$ cat config.mk
export PLATFORM = sky130hd
export DESIGN_NAME = ikarm_fifo
export DESIGN_NICKNAME = d
export VERILOG_FILES = /design/src/sv/ikarm_pkg.sv /design/src/sv/ikarm_fifo.sv
export SDC_FILE = /design/constraint.sdc
export NUM_CORES = 1
export LEC_CHECK = 0
export ABC_AREA = 1
export ABC_CLOCK_PERIOD_IN_PS = 5900
export BUFFER_PORTS_ARGS = -buffer_cell sky130_fd_sc_hd__buf_4
export CAP_MARGIN = 5
export CORE_MARGIN = 2
export CORE_UTILIZATION = 62
export CTS_CLUSTER_SIZE = 12
export DETAILED_ROUTE_END_ITERATION = 16
export PLACE_DENSITY = 0.85
export SETUP_SLACK_MARGIN = 0.1
export SLEW_MARGIN = 20
export SYNTH_ARGS = -nofsm -noshare
export SYNTH_HDL_FRONTEND = slang
export SYNTH_SLANG_ARGS = --single-unit
$ cat constraint.sdc
create_clock -name clk -period 5.9 [get_ports clk]
set_clock_uncertainty 0.15 [all_clocks]
set_input_delay 1.77 -clock clk [delete_from_list [all_inputs] [get_ports clk]]
set_output_delay 1.77 -clock clk [all_outputs]
set_load 0.01 [all_outputs]
$ cat src/sv/ikarm_pkg.sv
// ----------------------------------------------------------------------------
// ikarm_pkg
// Shared types, constants and helper functions of the arm inverse kinematics
// block.
// ----------------------------------------------------------------------------
package ikarm_pkg;

  localparam int QF                     = 20;
  localparam int ANGLE_FRAC_BITS        = 4;
  localparam int OUT_SHIFT              = QF - ANGLE_FRAC_BITS;
  localparam int CORDIC_ITERATIONS_DEF  = 16;
  localparam int CORDIC_IN_W            = 32;
  localparam int CORDIC_W               = CORDIC_IN_W + QF + 2;
  localparam int ANGLE_W                = 34;
  localparam int ROUND_W                = ANGLE_W - OUT_SHIFT;
  localparam int QUEUE_DEPTH            = 4;

  localparam int BASE_LO_DEG     = 0;
  localparam int BASE_HI_DEG     = 270;
  localparam int SHOULDER_LO_DEG = 75;
  localparam int SHOULDER_HI_DEG = 170;
  localparam int ELBOW_LO_DEG    = 50;
  localparam int ELBOW_HI_DEG    = 160;

  localparam int OUT_MAX = 8191;
  localparam int OUT_MIN = -8192;

  typedef enum logic [2:0] {
    REG_Z_BRACKET_OFFSET      = 3'd0,
    REG_RADIAL_OFFSET         = 3'd1,
    REG_SHOULDER_HEIGHT       = 3'd2,
    REG_UPPER_LINK_LENGTH     = 3'd3,
    REG_FORE_LINK_LENGTH      = 3'd4,
    REG_SHOULDER_SERVO_OFFSET = 3'd5,
    REG_ELBOW_SERVO_OFFSET    = 3'd6,
    REG_BASE_SERVO_OFFSET     = 3'd7
  } reg_index_t;

  typedef struct packed {
    logic signed [12:0] z_bracket_offset;
    logic [12:0]        radial_offset;
    logic [12:0]        shoulder_height;
    logic [12:0]        upper_link_length;
    logic [12:0]        fore_link_length;
    logic [12:0]        shoulder_servo_offset;
    logic [12:0]        elbow_servo_offset;
    logic [12:0]        base_servo_offset;
  } cfg_t;

  // One classified target as it sits in the queue.
  typedef struct packed {
    logic signed [13:0] x;
    logic signed [13:0] y;
    logic signed [16:0] hx;
    logic               base_ok;
    logic               both_neg;
  } item_t;

  // Arctangent of 2^-i in Q20 degrees.
  function automatic logic signed [ANGLE_W-1:0] atan_q20(input int i);
    logic signed [ANGLE_W-1:0] v;
    unique case (i)
      0:  v = ANGLE_W'(47185920);
      1:  v = ANGLE_W'(27855475);
      2:  v = ANGLE_W'(14718068);
      3:  v = ANGLE_W'(7471121);
      4:  v = ANGLE_W'(3750058);
      5:  v = ANGLE_W'(1876857);
      6:  v = ANGLE_W'(938658);
      7:  v = ANGLE_W'(469357);
      8:  v = ANGLE_W'(234682);
      9:  v = ANGLE_W'(117342);
      10: v = ANGLE_W'(58671);
      11: v = ANGLE_W'(29335);
      12: v = ANGLE_W'(14668);
      13: v = ANGLE_W'(7334);
      14: v = ANGLE_W'(3667);
      15: v = ANGLE_W'(1833);
      16: v = ANGLE_W'(917);
      17: v = ANGLE_W'(458);
      18: v = ANGLE_W'(229);
      19: v = ANGLE_W'(115);
      20: v = ANGLE_W'(57);
      21: v = ANGLE_W'(29);
      22: v = ANGLE_W'(14);
      23: v = ANGLE_W'(7);
      default: v = '0;
    endcase
    return v;
  endfunction

  // Whole degrees to Q20 degrees.
  function automatic logic signed [ANGLE_W-1:0] deg_q(input int d);
    return ANGLE_W'(d) <<< QF;
  endfunction

  // Servo offset in output units to Q20 degrees.
  function automatic logic signed [ANGLE_W-1:0] off_q(input logic [12:0] r);
    return $signed(ANGLE_W'(r)) <<< OUT_SHIFT;
  endfunction

  // Q20 degrees to output units, nearest with halves up.
  function automatic logic signed [ROUND_W-1:0] round_out(
    input logic signed [ANGLE_W-1:0] q
  );
    logic signed [ANGLE_W-1:0] s;
    s = q + (ANGLE_W'(1) <<< (OUT_SHIFT - 1));
    return s[ANGLE_W-1:OUT_SHIFT];
  endfunction

  // Whole degrees to output units.
  function automatic logic signed [ROUND_W-1:0] lim(input int d);
    return ROUND_W'(d) <<< ANGLE_FRAC_BITS;
  endfunction

  function automatic logic signed [13:0] sat_out(input logic signed [ROUND_W-1:0] v);
    logic signed [13:0] o;
    if (v > ROUND_W'(OUT_MAX)) begin
      o = 14'(OUT_MAX);
    end else if (v < ROUND_W'(OUT_MIN)) begin
      o = 14'(OUT_MIN);
    end else begin
      o = v[13:0];
    end
    return o;
  endfunction

endpackage

$ cat src/sv/ikarm_fifo.sv
// ----------------------------------------------------------------------------
// ikarm_fifo
// Short queue of classified targets between the front and the back.
// ----------------------------------------------------------------------------
module ikarm_fifo (
  input  logic             clk,
  input  logic             rst,
  input  logic             push,
  input  ikarm_pkg::item_t push_item,
  output logic             full,
  input  logic             pop,
  output ikarm_pkg::item_t head,
  output logic             empty
);
  import ikarm_pkg::*;

  localparam int PTR_W = $clog2(QUEUE_DEPTH);
  localparam int CNT_W = $clog2(QUEUE_DEPTH + 1);

  item_t            mem [QUEUE_DEPTH];
  logic [PTR_W-1:0] wr_ptr;
  logic [PTR_W-1:0] rd_ptr;
  logic [CNT_W-1:0] count;

  assign full  = (count == CNT_W'(QUEUE_DEPTH));
  assign empty = (count == '0);
  assign head  = mem[rd_ptr];

  always_ff @(posedge clk) begin
    if (rst) begin
      wr_ptr <= '0;
      rd_ptr <= '0;
      count  <= '0;
    end else begin
      if (push) begin
        wr_ptr <= wr_ptr + PTR_W'(1);
      end
      if (pop) begin
        rd_ptr <= rd_ptr + PTR_W'(1);
      end
      unique case ({push, pop})
        2'b10:   count <= count + CNT_W'(1);
        2'b01:   count <= count - CNT_W'(1);
        default: count <= count;
      endcase
    end
  end

  always_ff @(posedge clk) begin
    if (push) begin
      mem[wr_ptr] <= push_item;
    end
  end

endmodule

* Word level (Yosys, flattened, before mapping)
Memories as Yosys holds them, arrays and structs flattened. A register that Yosys moved wholly into a read port is not among the register bits. Index checks and enable logic that the tools add are counted.
Cells by class: add/sub/neg operators 4, reduce and logical (&&, ||, !) cells 2, eq/ne operators 3, multiplexer cells 5
Operator list (number):
- one-hot mux 3 bit (2 select lines) | 1
- adder 2 x 1 -> 2 bit, second input constant | 2
- 2-to-1 mux 2 bit | 2
- adder 3 x 1 -> 3 bit, second input constant | 1
- equality test 3 bit, second input constant | 1
- logical NOT 3 bit | 1
- subtractor 3 x 1 -> 3 bit, second input constant | 1
- equality test 2 x 1 -> 1 bit, second input constant | 1
- equality test 2 bit, second input constant | 1
- 2-to-1 mux 1 bit | 2
- nonzero test 2 bit | 1
Word-level totals: RAM bits 188, memories 1, word-level logic and storage cells 18, input port bits 51, output and inout bits 49, register bits 7
Memory list:
- mem | depth 4, bits a word 47, read ports 1, clocked after Yosys merged registers in 1, wr ports 1, RTL line ikarm_fifo.sv:20 | item_t mem [QUEUE_DEPTH];

* Depth between registers and ports, before layout
depth after elaboration 3, gate-level depth with buffers 10, mapped depth without buffers 10

* Worst setup path before layout
Ideal clock, no wire load.
path kind input -> register, from input port push, to memory mem[0][0] (netlist name), enable pin, stages on the path 2, data arrival time 2.724 ns, setup slack 2.625 ns, path through nand2_1 > inv_1
On the way: longest elaborated chain between the ends 2
RTL lines:
- from (decl) | RTL line ikarm_fifo.sv:8 | input logic push,
- 2-to-1 mux 1 bit | RTL line ikarm_fifo.sv:50 | if (push) begin
- 2-to-1 mux 1 bit (implied by the code) | RTL line ikarm_fifo.sv:51 | mem[wr_ptr] <= push_item;
- to (decl) | RTL line ikarm_fifo.sv:20
No other way between the ends.

==> metrics <==
Skew-Pair Late Insertion Delay 420 ps; Leak Pwr 3.23 nW; Worst-path clk slew 60 ps; status complete, no violations; Worst VDD drop 223 µV; Slew Viols, Final 0; initial drt markers 419; PostCTS Resize Cnt 0; Wirelength per Cell 18.9 µm; Synth Cell Area 7820 µm²; drt total wl 15.0 mm; maxcap violations 0; Min Clock Period, post-route 4510 ps; Worst Tran Pin Value 941 ps; FFs w/ async S/R, synth 0%; die height 116 µm; CORE AREA 12500 µm²; ys flop type edfxtp_1; FF-to-FF setup slack 3750 ps; RSZ-0062 raised after global routing false; vias 4550; CP Cell Sequence inv_2 -> o21ai_0 -> o22ai_1 -> buf_4; post-synthesis compound-gate area fraction 12.8%; Post-Synthesis Cells 513; post-DP HPWL 8.11 mm; setup TNS 0 ps; placer congestion estimate 0.742; crit start category register; share of the synthesized area in the top cell type 72.2%; setup repair bufs after CTS 0; Tcrit/Tclk final 76.4%; synth top area cells edfxtp_1, o21ai_0, o22ai_2, nor2_4, nor2_1; Yosys warnings 0; required time worst endpoint 3980 ps; io pins 100; Max Fanout on Critical Path 48; ANT cells 0; TritonCTS clock tree done; Distinct cells, synth 23; FF/Latch Area 5830 µm²; hold_buf cts 0; endpoints failing setup 0; layout cells sized above 1 32.1%; Synth Area in Adders 1.06%; largest area contributor in the netlist edfxtp_1; Layout Utilization 73.9%; synth cell count leaders edfxtp_1, o21ai_0, nor2_1; delay-heaviest family, CP flip-flops; fmax 222 MHz; vias per cell 5.75; Crit Path Category register to output port; pwr dens 339 nW/µm²; Initial DRT Pass Iterations 5; CTS Buf Count 17; initial cell density of the core 62.8%; part of the Yosys area used for sequential elements 74.5%; most numerous cell in the Yosys netlist edfxtp_1; simple-gate share of the synthesized area 7.95%; DRC 0; root buffer cell clkbuf_16; largest net degree at the start of global routing 95; Crit path buffers/inverters 2; Worst path max stage delay 930 ps; Hold Path Class register to register; Routed Antenna Nets 0; multi-input logic area 1700 µm²; Die W 116 µm; Crit. End Element output port; Critical-path top delay cell dfxtp_2; CP arrival 2590 ps; H-Tree Level Count 4; largest family of logic cells by synthesized area compound AO/OA/AOI/OAI gates; DIE AREA 13500 µm²; Rel. slew slack 37.3%; synthesized flop and latch total 197; nets@finish 663; Site Rows 41; vias in the first global route 4569; first-pass GRT wire length 22.8 mm; Fill cells 727; syn avg cell area 15.2 µm²; Synth Area in XOR/XNOR 0%; clk sinks 197; I/O Buffers 99; Hold Violations, Final 0; mux contribution to synthesized area 0%; area delta synth->final 17.8%; EDFF count, synth 188; total grt overflow 0; initial antenna violation count 0; Max Buffers Root-to-Sink 2; Syn Nets 570; GRT Util Overall 22.8%
[placed cells by master (no fill, tap or decap), types with 3 or more instances in the layout]
master / Yosys / routed
nor2_1: 70 / 70
o22ai_1: 20 / 20
dfxtp_1: 9 / 7
clkinv_2: 0 / 6
inv_1: 16 / 12
bufinv_16: 0 / 3
o22ai_2: 27 / 27
buf_4: 0 / 104
nand2_1: 9 / 9
nor2_4: 27 / 27
o21ai_1: 10 / 10
inv_2: 1 / 3
o21ai_0: 87 / 87
clkbuf_8: 0 / 4
clkbuf_16: 0 / 17
ha_1: 5 / 5
a21oi_1: 5 / 5
o21ai_2: 3 / 3
edfxtp_1: 188 / 188
[layer usage]
metal	vias to the layer above	wire, µm	share of wire (%)	global-route usage [%]
met4	0	291	1.9	11.4
met5	-	0	0	0
met1	2280	5880	39	28.4
met3	25	1010	6.7	6.49
li1	2089	-	-	-
met2	156	7790	52	37.1
[power by group]
group	switching, mW	internal [mW]
Clock	0.462	0.709
Sequential	0.0233	1.60
Combinational	0.196	0.135
[worst reg2reg max path, delay by kind of cell, from the launching register on]
kind                     cells  cell delay, ps
flip-flops                   1             360
AND/OR/NAND/NOR              1              80
adder cells (fa/ha/maj)      1             180
buffers and inverters        2             790
[final timing paths]
| path | startpoint | endpoint | cells after the start |
|---|---|---|---|
| worst max-delay path | register | head[11] | 4 |
| worst min-delay path | rd_ptr[1] | register | 1 |
| worst min register to register | rd_ptr[1] | register | 1 |
| worst max register to register | wr_ptr[1] | mem[1][10] | 4 |
[sequential cells by signal, summed over array words and instances, names as in the netlist, named ones only]
register / cells
mem: 188
count: 3
rd_ptr: 2
wr_ptr: 2
[through the flow]
step	power (mW)	hold WS [ps]	cells	setup WS (ps)	instance area, µm²
final	3.12	312	791	1390	9220
after detailed placement	1.98	289	759	1920	8600
after global routing	3.22	322	791	1230	9220
after floorplan	1.83	262	513	2620	7820
after global placement	1.96	264	759	1910	8600
after CTS	3.13	302	791	1410	9210
[area by class of cell]
class,instances,share of cell area (%)
Clock buffer,23,5.29
Clock inverter,9,1.36
Inverter,18,0.787
Multi-Input combinational cell,268,18.5
Sequential cell,197,63.3
Tap cell,172,2.34
Timing Repair Buffer,104,8.47
[logic make-up after synthesis]
kind of cell / count (synthesis)
flops: 197
simple gates: 110
buf+inv: 48
fa+ha+maj: 6
compound gates: 152
Note: power is estimated with default switching activity, not from simulation.
