===== src/sv/ikarm_pkg.sv =====
// ----------------------------------------------------------------------------
// ikarm_pkg
// Shared types, constants and helper functions of the arm inverse kinematics
// block.
// ----------------------------------------------------------------------------
package ikarm_pkg;

  localparam int QF                     = 20;
  localparam int ANGLE_FRAC_BITS        = 4;
  localparam int OUT_SHIFT              = QF - ANGLE_FRAC_BITS;
  localparam int CORDIC_ITERATIONS_DEF  = 16;
  localparam int CORDIC_IN_W            = 32;
  localparam int CORDIC_W               = CORDIC_IN_W + QF + 2;
  localparam int ANGLE_W                = 34;
  localparam int ROUND_W                = ANGLE_W - OUT_SHIFT;
  localparam int QUEUE_DEPTH            = 4;

  localparam int BASE_LO_DEG     = 0;
  localparam int BASE_HI_DEG     = 270;
  localparam int SHOULDER_LO_DEG = 75;
  localparam int SHOULDER_HI_DEG = 170;
  localparam int ELBOW_LO_DEG    = 50;
  localparam int ELBOW_HI_DEG    = 160;

  localparam int OUT_MAX = 8191;
  localparam int OUT_MIN = -8192;

  typedef enum logic [2:0] {
    REG_Z_BRACKET_OFFSET      = 3'd0,
    REG_RADIAL_OFFSET         = 3'd1,
    REG_SHOULDER_HEIGHT       = 3'd2,
    REG_UPPER_LINK_LENGTH     = 3'd3,
    REG_FORE_LINK_LENGTH      = 3'd4,
    REG_SHOULDER_SERVO_OFFSET = 3'd5,
    REG_ELBOW_SERVO_OFFSET    = 3'd6,
    REG_BASE_SERVO_OFFSET     = 3'd7
  } reg_index_t;

  typedef struct packed {
    logic signed [12:0] z_bracket_offset;
    logic [12:0]        radial_offset;
    logic [12:0]        shoulder_height;
    logic [12:0]        upper_link_length;
    logic [12:0]        fore_link_length;
    logic [12:0]        shoulder_servo_offset;
    logic [12:0]        elbow_servo_offset;
    logic [12:0]        base_servo_offset;
  } cfg_t;

  // One classified target as it sits in the queue.
  typedef struct packed {
    logic signed [13:0] x;
    logic signed [13:0] y;
    logic signed [16:0] hx;
    logic               base_ok;
    logic               both_neg;
  } item_t;

  // Arctangent of 2^-i in Q20 degrees.
  function automatic logic signed [ANGLE_W-1:0] atan_q20(input int i);
    logic signed [ANGLE_W-1:0] v;
    unique case (i)
      0:  v = ANGLE_W'(47185920);
      1:  v = ANGLE_W'(27855475);
      2:  v = ANGLE_W'(14718068);
      3:  v = ANGLE_W'(7471121);
      4:  v = ANGLE_W'(3750058);
      5:  v = ANGLE_W'(1876857);
      6:  v = ANGLE_W'(938658);
      7:  v = ANGLE_W'(469357);
      8:  v = ANGLE_W'(234682);
      9:  v = ANGLE_W'(117342);
      10: v = ANGLE_W'(58671);
      11: v = ANGLE_W'(29335);
      12: v = ANGLE_W'(14668);
      13: v = ANGLE_W'(7334);
      14: v = ANGLE_W'(3667);
      15: v = ANGLE_W'(1833);
      16: v = ANGLE_W'(917);
      17: v = ANGLE_W'(458);
      18: v = ANGLE_W'(229);
      19: v = ANGLE_W'(115);
      20: v = ANGLE_W'(57);
      21: v = ANGLE_W'(29);
      22: v = ANGLE_W'(14);
      23: v = ANGLE_W'(7);
      default: v = '0;
    endcase
    return v;
  endfunction

  // Whole degrees to Q20 degrees.
  function automatic logic signed [ANGLE_W-1:0] deg_q(input int d);
    return ANGLE_W'(d) <<< QF;
  endfunction

  // Servo offset in output units to Q20 degrees.
  function automatic logic signed [ANGLE_W-1:0] off_q(input logic [12:0] r);
    return $signed(ANGLE_W'(r)) <<< OUT_SHIFT;
  endfunction

  // Q20 degrees to output units, nearest with halves up.
  function automatic logic signed [ROUND_W-1:0] round_out(
    input logic signed [ANGLE_W-1:0] q
  );
    logic signed [ANGLE_W-1:0] s;
    s = q + (ANGLE_W'(1) <<< (OUT_SHIFT - 1));
    return s[ANGLE_W-1:OUT_SHIFT];
  endfunction

  // Whole degrees to output units.
  function automatic logic signed [ROUND_W-1:0] lim(input int d);
    return ROUND_W'(d) <<< ANGLE_FRAC_BITS;
  endfunction

  function automatic logic signed [13:0] sat_out(input logic signed [ROUND_W-1:0] v);
    logic signed [13:0] o;
    if (v > ROUND_W'(OUT_MAX)) begin
      o = 14'(OUT_MAX);
    end else if (v < ROUND_W'(OUT_MIN)) begin
      o = 14'(OUT_MIN);
    end else begin
      o = v[13:0];
    end
    return o;
  endfunction

endpackage


===== src/sv/ikarm_front.sv =====
// ----------------------------------------------------------------------------
// ikarm_front
// Input stage: takes a target, adds the bracket offset, forms the height
// below the shoulder and classifies the base quadrant, then feeds the queue.
// ----------------------------------------------------------------------------
module ikarm_front (
  input  logic               clk,
  input  logic               rst,
  input  ikarm_pkg::cfg_t    cfg,
  input  logic               in_valid,
  output logic               in_stall,
  input  logic signed [13:0] target_x,
  input  logic signed [13:0] target_y,
  input  logic signed [13:0] target_z,
  input  logic               q_full,
  output logic               q_push,
  output ikarm_pkg::item_t   q_item
);
  import ikarm_pkg::*;

  logic               f_valid;
  logic               accept;
  logic signed [14:0] zz;
  item_t              cls;

  assign in_stall = f_valid && q_full;
  assign accept   = in_valid && !in_stall;
  assign q_push   = f_valid && !q_full;

  always_comb begin
    zz           = 15'(target_z) + 15'(cfg.z_bracket_offset);
    cls.x        = target_x;
    cls.y        = target_y;
    cls.hx       = 17'($signed({1'b0, cfg.shoulder_height})) - 17'(zz);
    cls.base_ok  = (target_x != '0) || (target_y != '0);
    cls.both_neg = target_x[13] && target_y[13];
  end

  always_ff @(posedge clk) begin
    if (rst) begin
      f_valid <= 1'b0;
    end else if (accept) begin
      f_valid <= 1'b1;
    end else if (q_push) begin
      f_valid <= 1'b0;
    end
  end

  always_ff @(posedge clk) begin
    if (accept) begin
      q_item <= cls;
    end
  end

endmodule


===== config.mk =====
export PLATFORM = sky130hd
export DESIGN_NAME = ikarm_front
export DESIGN_NICKNAME = d
export VERILOG_FILES = /design/src/sv/ikarm_pkg.sv /design/src/sv/ikarm_front.sv
export SDC_FILE = /design/constraint.sdc
export NUM_CORES = 1
export LEC_CHECK = 0
export BUFFER_PORTS_ARGS = -buffer_cell sky130_fd_sc_hd__buf_2
export CAP_MARGIN = 25
export CORE_MARGIN = 2
export CORE_UTILIZATION = 35
export DETAILED_ROUTE_END_ITERATION = 12
export PLACE_DENSITY_LB_ADDON = 0.3
export SYNTH_ARGS = -nofsm -noshare
export SYNTH_HDL_FRONTEND = slang
export SYNTH_SLANG_ARGS = --single-unit

===== constraint.sdc =====
create_clock -name clk -period 3.85 [get_ports clk]
set_input_delay 0.5775 -clock clk [delete_from_list [all_inputs] [get_ports clk]]
set_output_delay 0.5775 -clock clk [all_outputs]
set_load 0.1 [all_outputs]

## Yosys cells after proc, flatten, opt, wreduce, memory -nomap -nowiden

Index checks and enable logic that the tools add are counted.

| cells by class | value |
|---|---|
| $add $sub $neg | 2 |
| multiplexer cells | 2 |
| reduce and logical (&&, ||, !) cells | 10 |

Operator list:

| cell | number |
|---|---|
| nonzero test 14 bit | 2 |
| subtractor 14 x 15 -> 16 bit | 1 |
| adder 14 x 13 -> 15 bit | 1 |
| logical AND 1 bit | 4 |
| logical NOT 1 bit | 2 |
| two-way mux 1 bit | 2 |
| nonzero test 2 bit | 1 |
| logical OR 1 bit | 1 |

| storage, ports and cells | value |
|---|---|
| flip-flop bits (word level) | 48 |
| word-level logic and storage cells | 20 |

## Depth between registers and ports, before layout

Gate-level depths: netlist of run 1.

| depth | value |
|---|---|
| depth in word-level cells | 4 |
| mapped depth | 9 |
| mapped depth without buffers | 9 |

## Worst setup path before layout of run 1

Ideal clock, no wire load.

| path | value |
|---|---|
| path kind | input -> register |
| from | in q_full |
| to | reg q_item[0] in the netlist's numbering, enable pin |
| setup time | 0.454 ns |
| arrival | 3.291 ns |
| slack | 0.105 ns |
| stages on the path | 2 |
| path through | and2_1 > nor2b_1 |

| on the way | value |
|---|---|
| word-level cells in the longest chain between the ends | 3 |

RTL lines:

| element | line | source |
|---|---|---|
| start, declared | ikarm_front.sv:15 | `input logic q_full,` |
| logical AND 1 bit | ikarm_front.sv:26 | `assign in_stall = f_valid && q_full;` |
| logical NOT 1 bit | ikarm_front.sv:27 | `assign accept = in_valid && !in_stall;` |
| logical AND 1 bit | ikarm_front.sv:27 |  |
| named net accept | ikarm_front.sv:22 | `logic accept;` |
| end signal, assigned | ikarm_front.sv:51 | `q_item <= cls;` |
| end, declared | ikarm_front.sv:17 | `output ikarm_pkg::item_t q_item` |

The timed path passes the listed nets, and every way through them passes these cells.
A chain may end at the register's enable or synchronous reset.

==> flow_summary.ini, run 1 <==
[finish]
final_util_pct = 47.40
drive_gt1_share_pct = 40.36
fillCellCount = 712
area_growth_pct = 29.83
multiInputGateArea_um2 = 1149
ff_latch_area_um2 = 1401
antenna_cells = 0
num-nets-final = 512

[routing]
drc = 0
wl_mm = 5.462
antenna_left = 0
dr.pass1.iters = 4
vias = 2011
post_drt_wl_per_cell_um = 12.67
viasPerCell = 4.666
drtIter0Drc = 72

[global_routing]
track_usage_pct = 13.42
antenna_found_initial = 0
grt_pass1_vias = 1862
grt_pass1_wl_mm = 8.887
grt_max_degree = 31
overflow = 0

[power_and_ir_drop]
power.density_nw_per_um2 = 519.8
leakage_nw = 1.596
peakVddDrop_mv = 0.1844

[floorplan]
die-area_um2 = 8362
fp.coreArea_um2 = 7331
fp.dieW_um = 91.45
rows = 31
die_y_um = 91.45
start_util_pct = 36.51
io_pins = 199

[clocking]
cts_buffers = 5
cts.sink_count = 47
clk_latency_ns = 0.29
ctsHoldBuffers = 0
cts_resized = 0
cts_root_buffer = clkbuf_8
h-tree-depth = 2
cts.path.max_buffers = 2
cts_tree = yes
clk_pin_slew_ns = 0.08
cts_setup_buffers = 0

[logic_synthesis]
synth-compound-area-share_pct = 11.41
yosys_most_used_dff = edfxtp_1
synthSimpleGateAreaFrac_pct = 8.789
synth-seq-area-share_pct = 52.36
synth_edf_count = 46
synthTopCellsByArea = edfxtp_1 52%, fa_1 9.7%, ha_1 8.4%, inv_1 3.9%, a21oi_1 2.8%
synth_top_cell_by_area = edfxtp_1
syn_area_um2 = 2676
synthCells = 207
synth_nets = 388
synth_warnings = 0
synth_top_family_by_area = adder cells
synth_top_area_share_pct = 51.61
synth_adder_area_share_pct = 18.14
synth_cell_types = 41
synthArstFlopShare_pct = 0
yosys.area_share.xor_xnor_pct = 3.927
muxShareOfSynthArea_pct = 0.3740
synth_seq_cells = 47
avgSynthCellArea_um2 = 12.93

[critical_path]
ff2ff_setup_slack_ns = 2.01
end_kind = flip-flop
reg2reg_to = q_item[38]$_DFFE_PP_
worstReg2RegStart = f_valid$_SDFFE_PP0P_
critical_path_required_ns = 3.88
critPathKind = primary input to flip-flop
crit_fanout = 6
critPathLaunchType = primary input
rr_worst_depth = 3
arrival_ns = 2.66

[sta]
final-setup-viol-count = 0
hold_viol_final = 0
finalSetupTns_ns = 0
finClkSkew_ns = 0.007026
drv_slew = 0
timing.final.ws_setup_ns = 1.221
rsz0062_at_grt = no
fmaxAchievable_mhz = 380.3
max_slew_margin_pct = 44.23
period_share_pct = 68.30
finalCriticalPeriod_ns = 2.629
max_slew.worst_pin.slew_ns = 0.8348

[place]
post-place-ws_ns = 0.9292
hpwl_mm = 4.512
portBuffers = 120
finalWeightedCongestion = 0.8365

[min_path]
hp-start = rst
hold_end = f_valid$_SDFFE_PP0P_
min_path_cells = 2
min_path_type = primary input to flip-flop

[status]
status = complete, no violations

[run]
maxCapViolCount = 0
-- layout by cell type (no fill, tap or decap), types with 2 or more instances in the layout --
master,instances
o211ai_1,2
nand2_1,8
a21oi_1,15
buf_2,120
and3_1,2
ha_1,18
nand3_1,2
nor3_1,2
clkbuf_8,5
nor2b_1,3
o31ai_1,2
xnor2_1,8
o21ai_0,5
nand4_1,2
and2_1,2
edfxtp_1,46
nor4_1,8
xor2_1,4
a21o_1,6
o21a_1,2
clkinv_2,2
inv_1,28
a31oi_1,2
fa_1,13
nor2_1,6
and4_1,2
-- power by group --
group / total (W) / leakage, nW / internal [W] / switching (W)
Combinational: 0.000864 / 1.10 / 0.000210 / 0.000654
Sequential: 0.000656 / 0.452 / 0.000643 / 0.0000126
Clock: 0.000286 / 0.0483 / 0.000128 / 0.000158
Total: 0.00181 / 1.60 / 0.000981 / 0.000825
-- synth_stat cells (2+ instances only) --
cell type   n
a21o_1      6
a21oi_1    15
a31oi_1     2
and2_1      2
and3_1      2
and4_1      2
edfxtp_1   46
fa_1       13
ha_1       18
inv_1      28
nand2_1     8
nand3_1     2
nand4_1     2
nor2_1      6
nor2b_1     4
nor3_1      2
nor4_1      8
o211ai_1    2
o21a_1      2
o21ai_0     5
o31ai_1     2
xnor2_1     8
xor2_1      4
-- flip-flops by register name (all words and copies together), names as in the netlist --
name and flops:
q_item 46, f_valid 1
-- routing by layer --
metal  track usage [%]  routed length, µm  up-vias
li1                  -                  -     1002
met1             17.68               2374      909
met2             21.63               2511       94
met3             3.485                506        6
met4             4.167                 70        0
met5                 0                  0        -
-- worst max path at each step --
| stage | from | to | slack [ns] | cells past startpoint |
|---|---|---|---|---|
| final | cfg[69] | q_item[14]$_DFFE_PP_ | 1.22 | 8 |
| after global routing | cfg[95] | q_item[17]$_DFFE_PP_ | 1.11 | 9 |
| after CTS | cfg[69] | q_item[14]$_DFFE_PP_ | 1.25 | 8 |
| after detailed placement | cfg[69] | q_item[14]$_DFFE_PP_ | 0.93 | 8 |
| after global placement | cfg[69] | q_item[14]$_DFFE_PP_ | 0.91 | 8 |
| after floorplan | q_full | q_item[0]$_DFFE_PP_ | 0.10 | 2 |
-- kinds of logic after synthesis --
family,after synthesis
DFF,47
AOI/OAI and AO/OA,42
and+or+nand+nor,42
buffers and inverters,32
adders and majority gates,31
xor gates and xnor gates,12
muxes,1
-- worst max-delay path, stage by stage --
cell and delay, ns:
buf_2 0.11, fa_1 0.47, ha_1 0.39, a21oi_1 0.35, o211ai_1 0.16, a31oi_1 0.32
o31ai_1 0.14, xor2_1 0.15
-- metrics by stage --
| step | cells | power, W | hold WS [ns] | cell area, µm² |
|---|---|---|---|---|
| final | 431 | 0.001806 | 0.4417 | 3475 |
| after global placement | 423 | 0.001530 | 0.6339 | 3387 |
| after CTS | 431 | 0.001824 | 0.4313 | 3475 |
| after detailed placement | 423 | 0.001534 | 0.6421 | 3387 |
| after global routing | 431 | 0.001903 | 0.4282 | 3475 |
| after floorplan | 207 | 0.001381 | 0.6499 | 2676 |
-- final cells by class --
class | instances | area share (%)
multi-input cells | 128 | 33.06
clock inverters | 3 | 0.5402
repair buffers | 121 | 17.50
well taps | 99 | 3.565
inverters | 28 | 3.025
flip-flops and latches | 47 | 40.33
clock buffers | 5 | 1.981
(Power assumes the default switching activity.)
==> run 2, diff against run 1 <==
clock period = 2.66 ns   (was 3.85 ns; I/O delays follow)
==> run 2 against run 1 <==
Against the previous run:
- worst hold slack got worse by 0.19 ns
- clock skew fell by 0.0042 ns
- register-to-register slack got worse by 0.78 ns
- clock-buffer cell count did not move
- final area rose by 2.2%
- critical path type unchanged
- sequential power rose by 45%
- flip-flop and latch count did not move
- sequential share of layout area fell by 0.87 points
- first-iteration DRC count fell by 56%
==> flow_summary.ini, run 2 (synthesized netlist as in run 1, its figures left out) <==
[sta]
fmaxAchievable_mhz = 432.2
final-setup-viol-count = 0
max_slew_margin_pct = 63.65
finClkSkew_ns = 0.002867
hold_viol_final = 0
rsz0062_at_grt = no
period_share_pct = 86.98
max_slew.worst_pin.slew_ns = 0.5453
drv_slew = 0
finalCriticalPeriod_ns = 2.314
finalSetupTns_ns = 0
hold_slack_ns = 0.2558

[clocking]
cts_tree = yes
h-tree-depth = 2
cts_root_buffer = clkbuf_8
cts_setup_buffers = 0
clk_pin_slew_ns = 0.08
cts.path.max_buffers = 2
cts_resized = 0
cts_buffers = 5
cts.sink_count = 47
ctsHoldBuffers = 0
clk_latency_ns = 0.29

[power_and_ir_drop]
seqPwrFrac_pct = 35.9
leakage_nw = 1.638
p_sw_w = 0.001197
clockPowerShare_pct = 15.3
p_int_w = 0.001452
pwr-share-comb_pct = 48.8
peakVddDrop_mv = 0.1900
switching_share_pct = 45.19
power.density_nw_per_um2 = 745.8

[status]
status = complete, no violations

[place]
finalWeightedCongestion = 0.7804
portBuffers = 120
post_dp_cell_area_um2 = 3462
hpwl_mm = 4.531

[critical_path]
critPathLaunchType = primary input
crit_fanout = 5
arrival_ns = 2.47
critical_path_required_ns = 2.82
end_kind = flip-flop
path_cells = buf_2 > fa_1 > ha_1 > buf_4 > a21oi_1 > o21ai_0 > a21o_1 > o31ai_1 > a32o_1
cp_top_family = compound AO/OA/AOI/OAI gates
worstPathBufferInverterCount = 2
slowest_stage = fa_1
critPathKind = primary input to flip-flop
slowest_delay_ns = 0.47

[routing]
antenna_left = 0
vias = 2034
drc = 0
drtIter0Drc = 32
wl_mm = 5.433
dr.pass1.iters = 4
post_drt_wl_per_cell_um = 12.32
viasPerCell = 4.612

[global_routing]
antenna_found_initial = 0
grt_pass1_wl_mm = 8.970
overflow = 0
grt_pass1_vias = 1966
track_usage_pct = 13.35
grt_max_degree = 47

[finish]
layout_commonest_cell = buf_2
final_util_pct = 48.44
num-nets-final = 522
drive_gt1_share_pct = 41.81
area_growth_pct = 32.68
reg_top3 = q_item: 46 flops, f_valid: 1 flops
largest_reg_flops = 46
final_cell_area_um2 = 3551
layout_common_cells = 120 x buf_2, 46 x edfxtp_1, 28 x inv_1
regMostFlops = q_item
antenna_cells = 0

[floorplan]
io_pins = 199
die-area_um2 = 8362
fp.dieW_um = 91.45
rows = 31
fp.coreArea_um2 = 7331
die_y_um = 91.45
start_util_pct = 36.51

[run]
maxCapViolCount = 0

[min_path]
min_path_type = primary input to flip-flop
==> run 2: cell count changes in the layout (fill, tap and decap cells not counted) <==
cell	change
clkinvlp_4	+1
clkinv_1	+1
inv_6	-1
clkinv_4	+1
clkinv_2	-2
buf_4	+10
==> run 2: metal layers <==
layer / up-vias / global-route usage (%) / wire, µm
li1: 1022 / - / -
met1: 896 / 17.26 / 2406
met2: 105 / 21.45 / 2415
met3: 11 / 3.320 / 486
met4: 0 / 5.303 / 124
met5: - / 0 / 0
==> run 2: worst paths after layout <==
check,slack (ns),cells past startpoint,endpoint,startpoint
worst min-delay path,0.26,2,f_valid$_SDFFE_PP0P_,rst
worst min register to register,0.67,3,f_valid$_SDFFE_PP0P_,f_valid$_SDFFE_PP0P_
worst max-delay path,0.35,9,q_item[17]$_DFFE_PP_,cfg[71]
worst max register to register,1.23,3,q_item[37]$_DFFE_PP_,f_valid$_SDFFE_PP0P_
==> run 2: area by class of cell <==
cell class	instances	area, µm²
Fill cell	691	3780
Sequential cell	47	1401
Multi-Input combinational cell	128	1149
Timing Repair Buffer	131	683.2
Tap cell	99	123.9
Inverter	28	105.1
Clock buffer	5	68.82
Clock inverter	3	20.02
==> run 2: power by group through the flow <==
| stage | Clock (W) | Sequential [W] | Combinational (W) |
|---|---|---|---|
| final | 0.000405 | 0.000951 | 0.00129 |
| after global routing | 0.000449 | 0.000960 | 0.00138 |
| after CTS | 0.000429 | 0.000953 | 0.00130 |
| after detailed placement | 0 | 0.000970 | 0.00129 |
| after global placement | 0 | 0.000970 | 0.00129 |
| after floorplan | 0 | 0.00155 | 0.000445 |
==> run 2: through the flow <==
| stage | setup WS (ns) | instances | total power [W] |
|---|---|---|---|
| final | 0.3462 | 441 | 0.002648 |
| after global routing | 0.2189 | 441 | 0.002793 |
| after CTS | 0.3520 | 441 | 0.002680 |
| after detailed placement | 0.03490 | 433 | 0.002264 |
| after global placement | 0.04111 | 433 | 0.002257 |
| after floorplan | 0.2343 | 207 | 0.001998 |
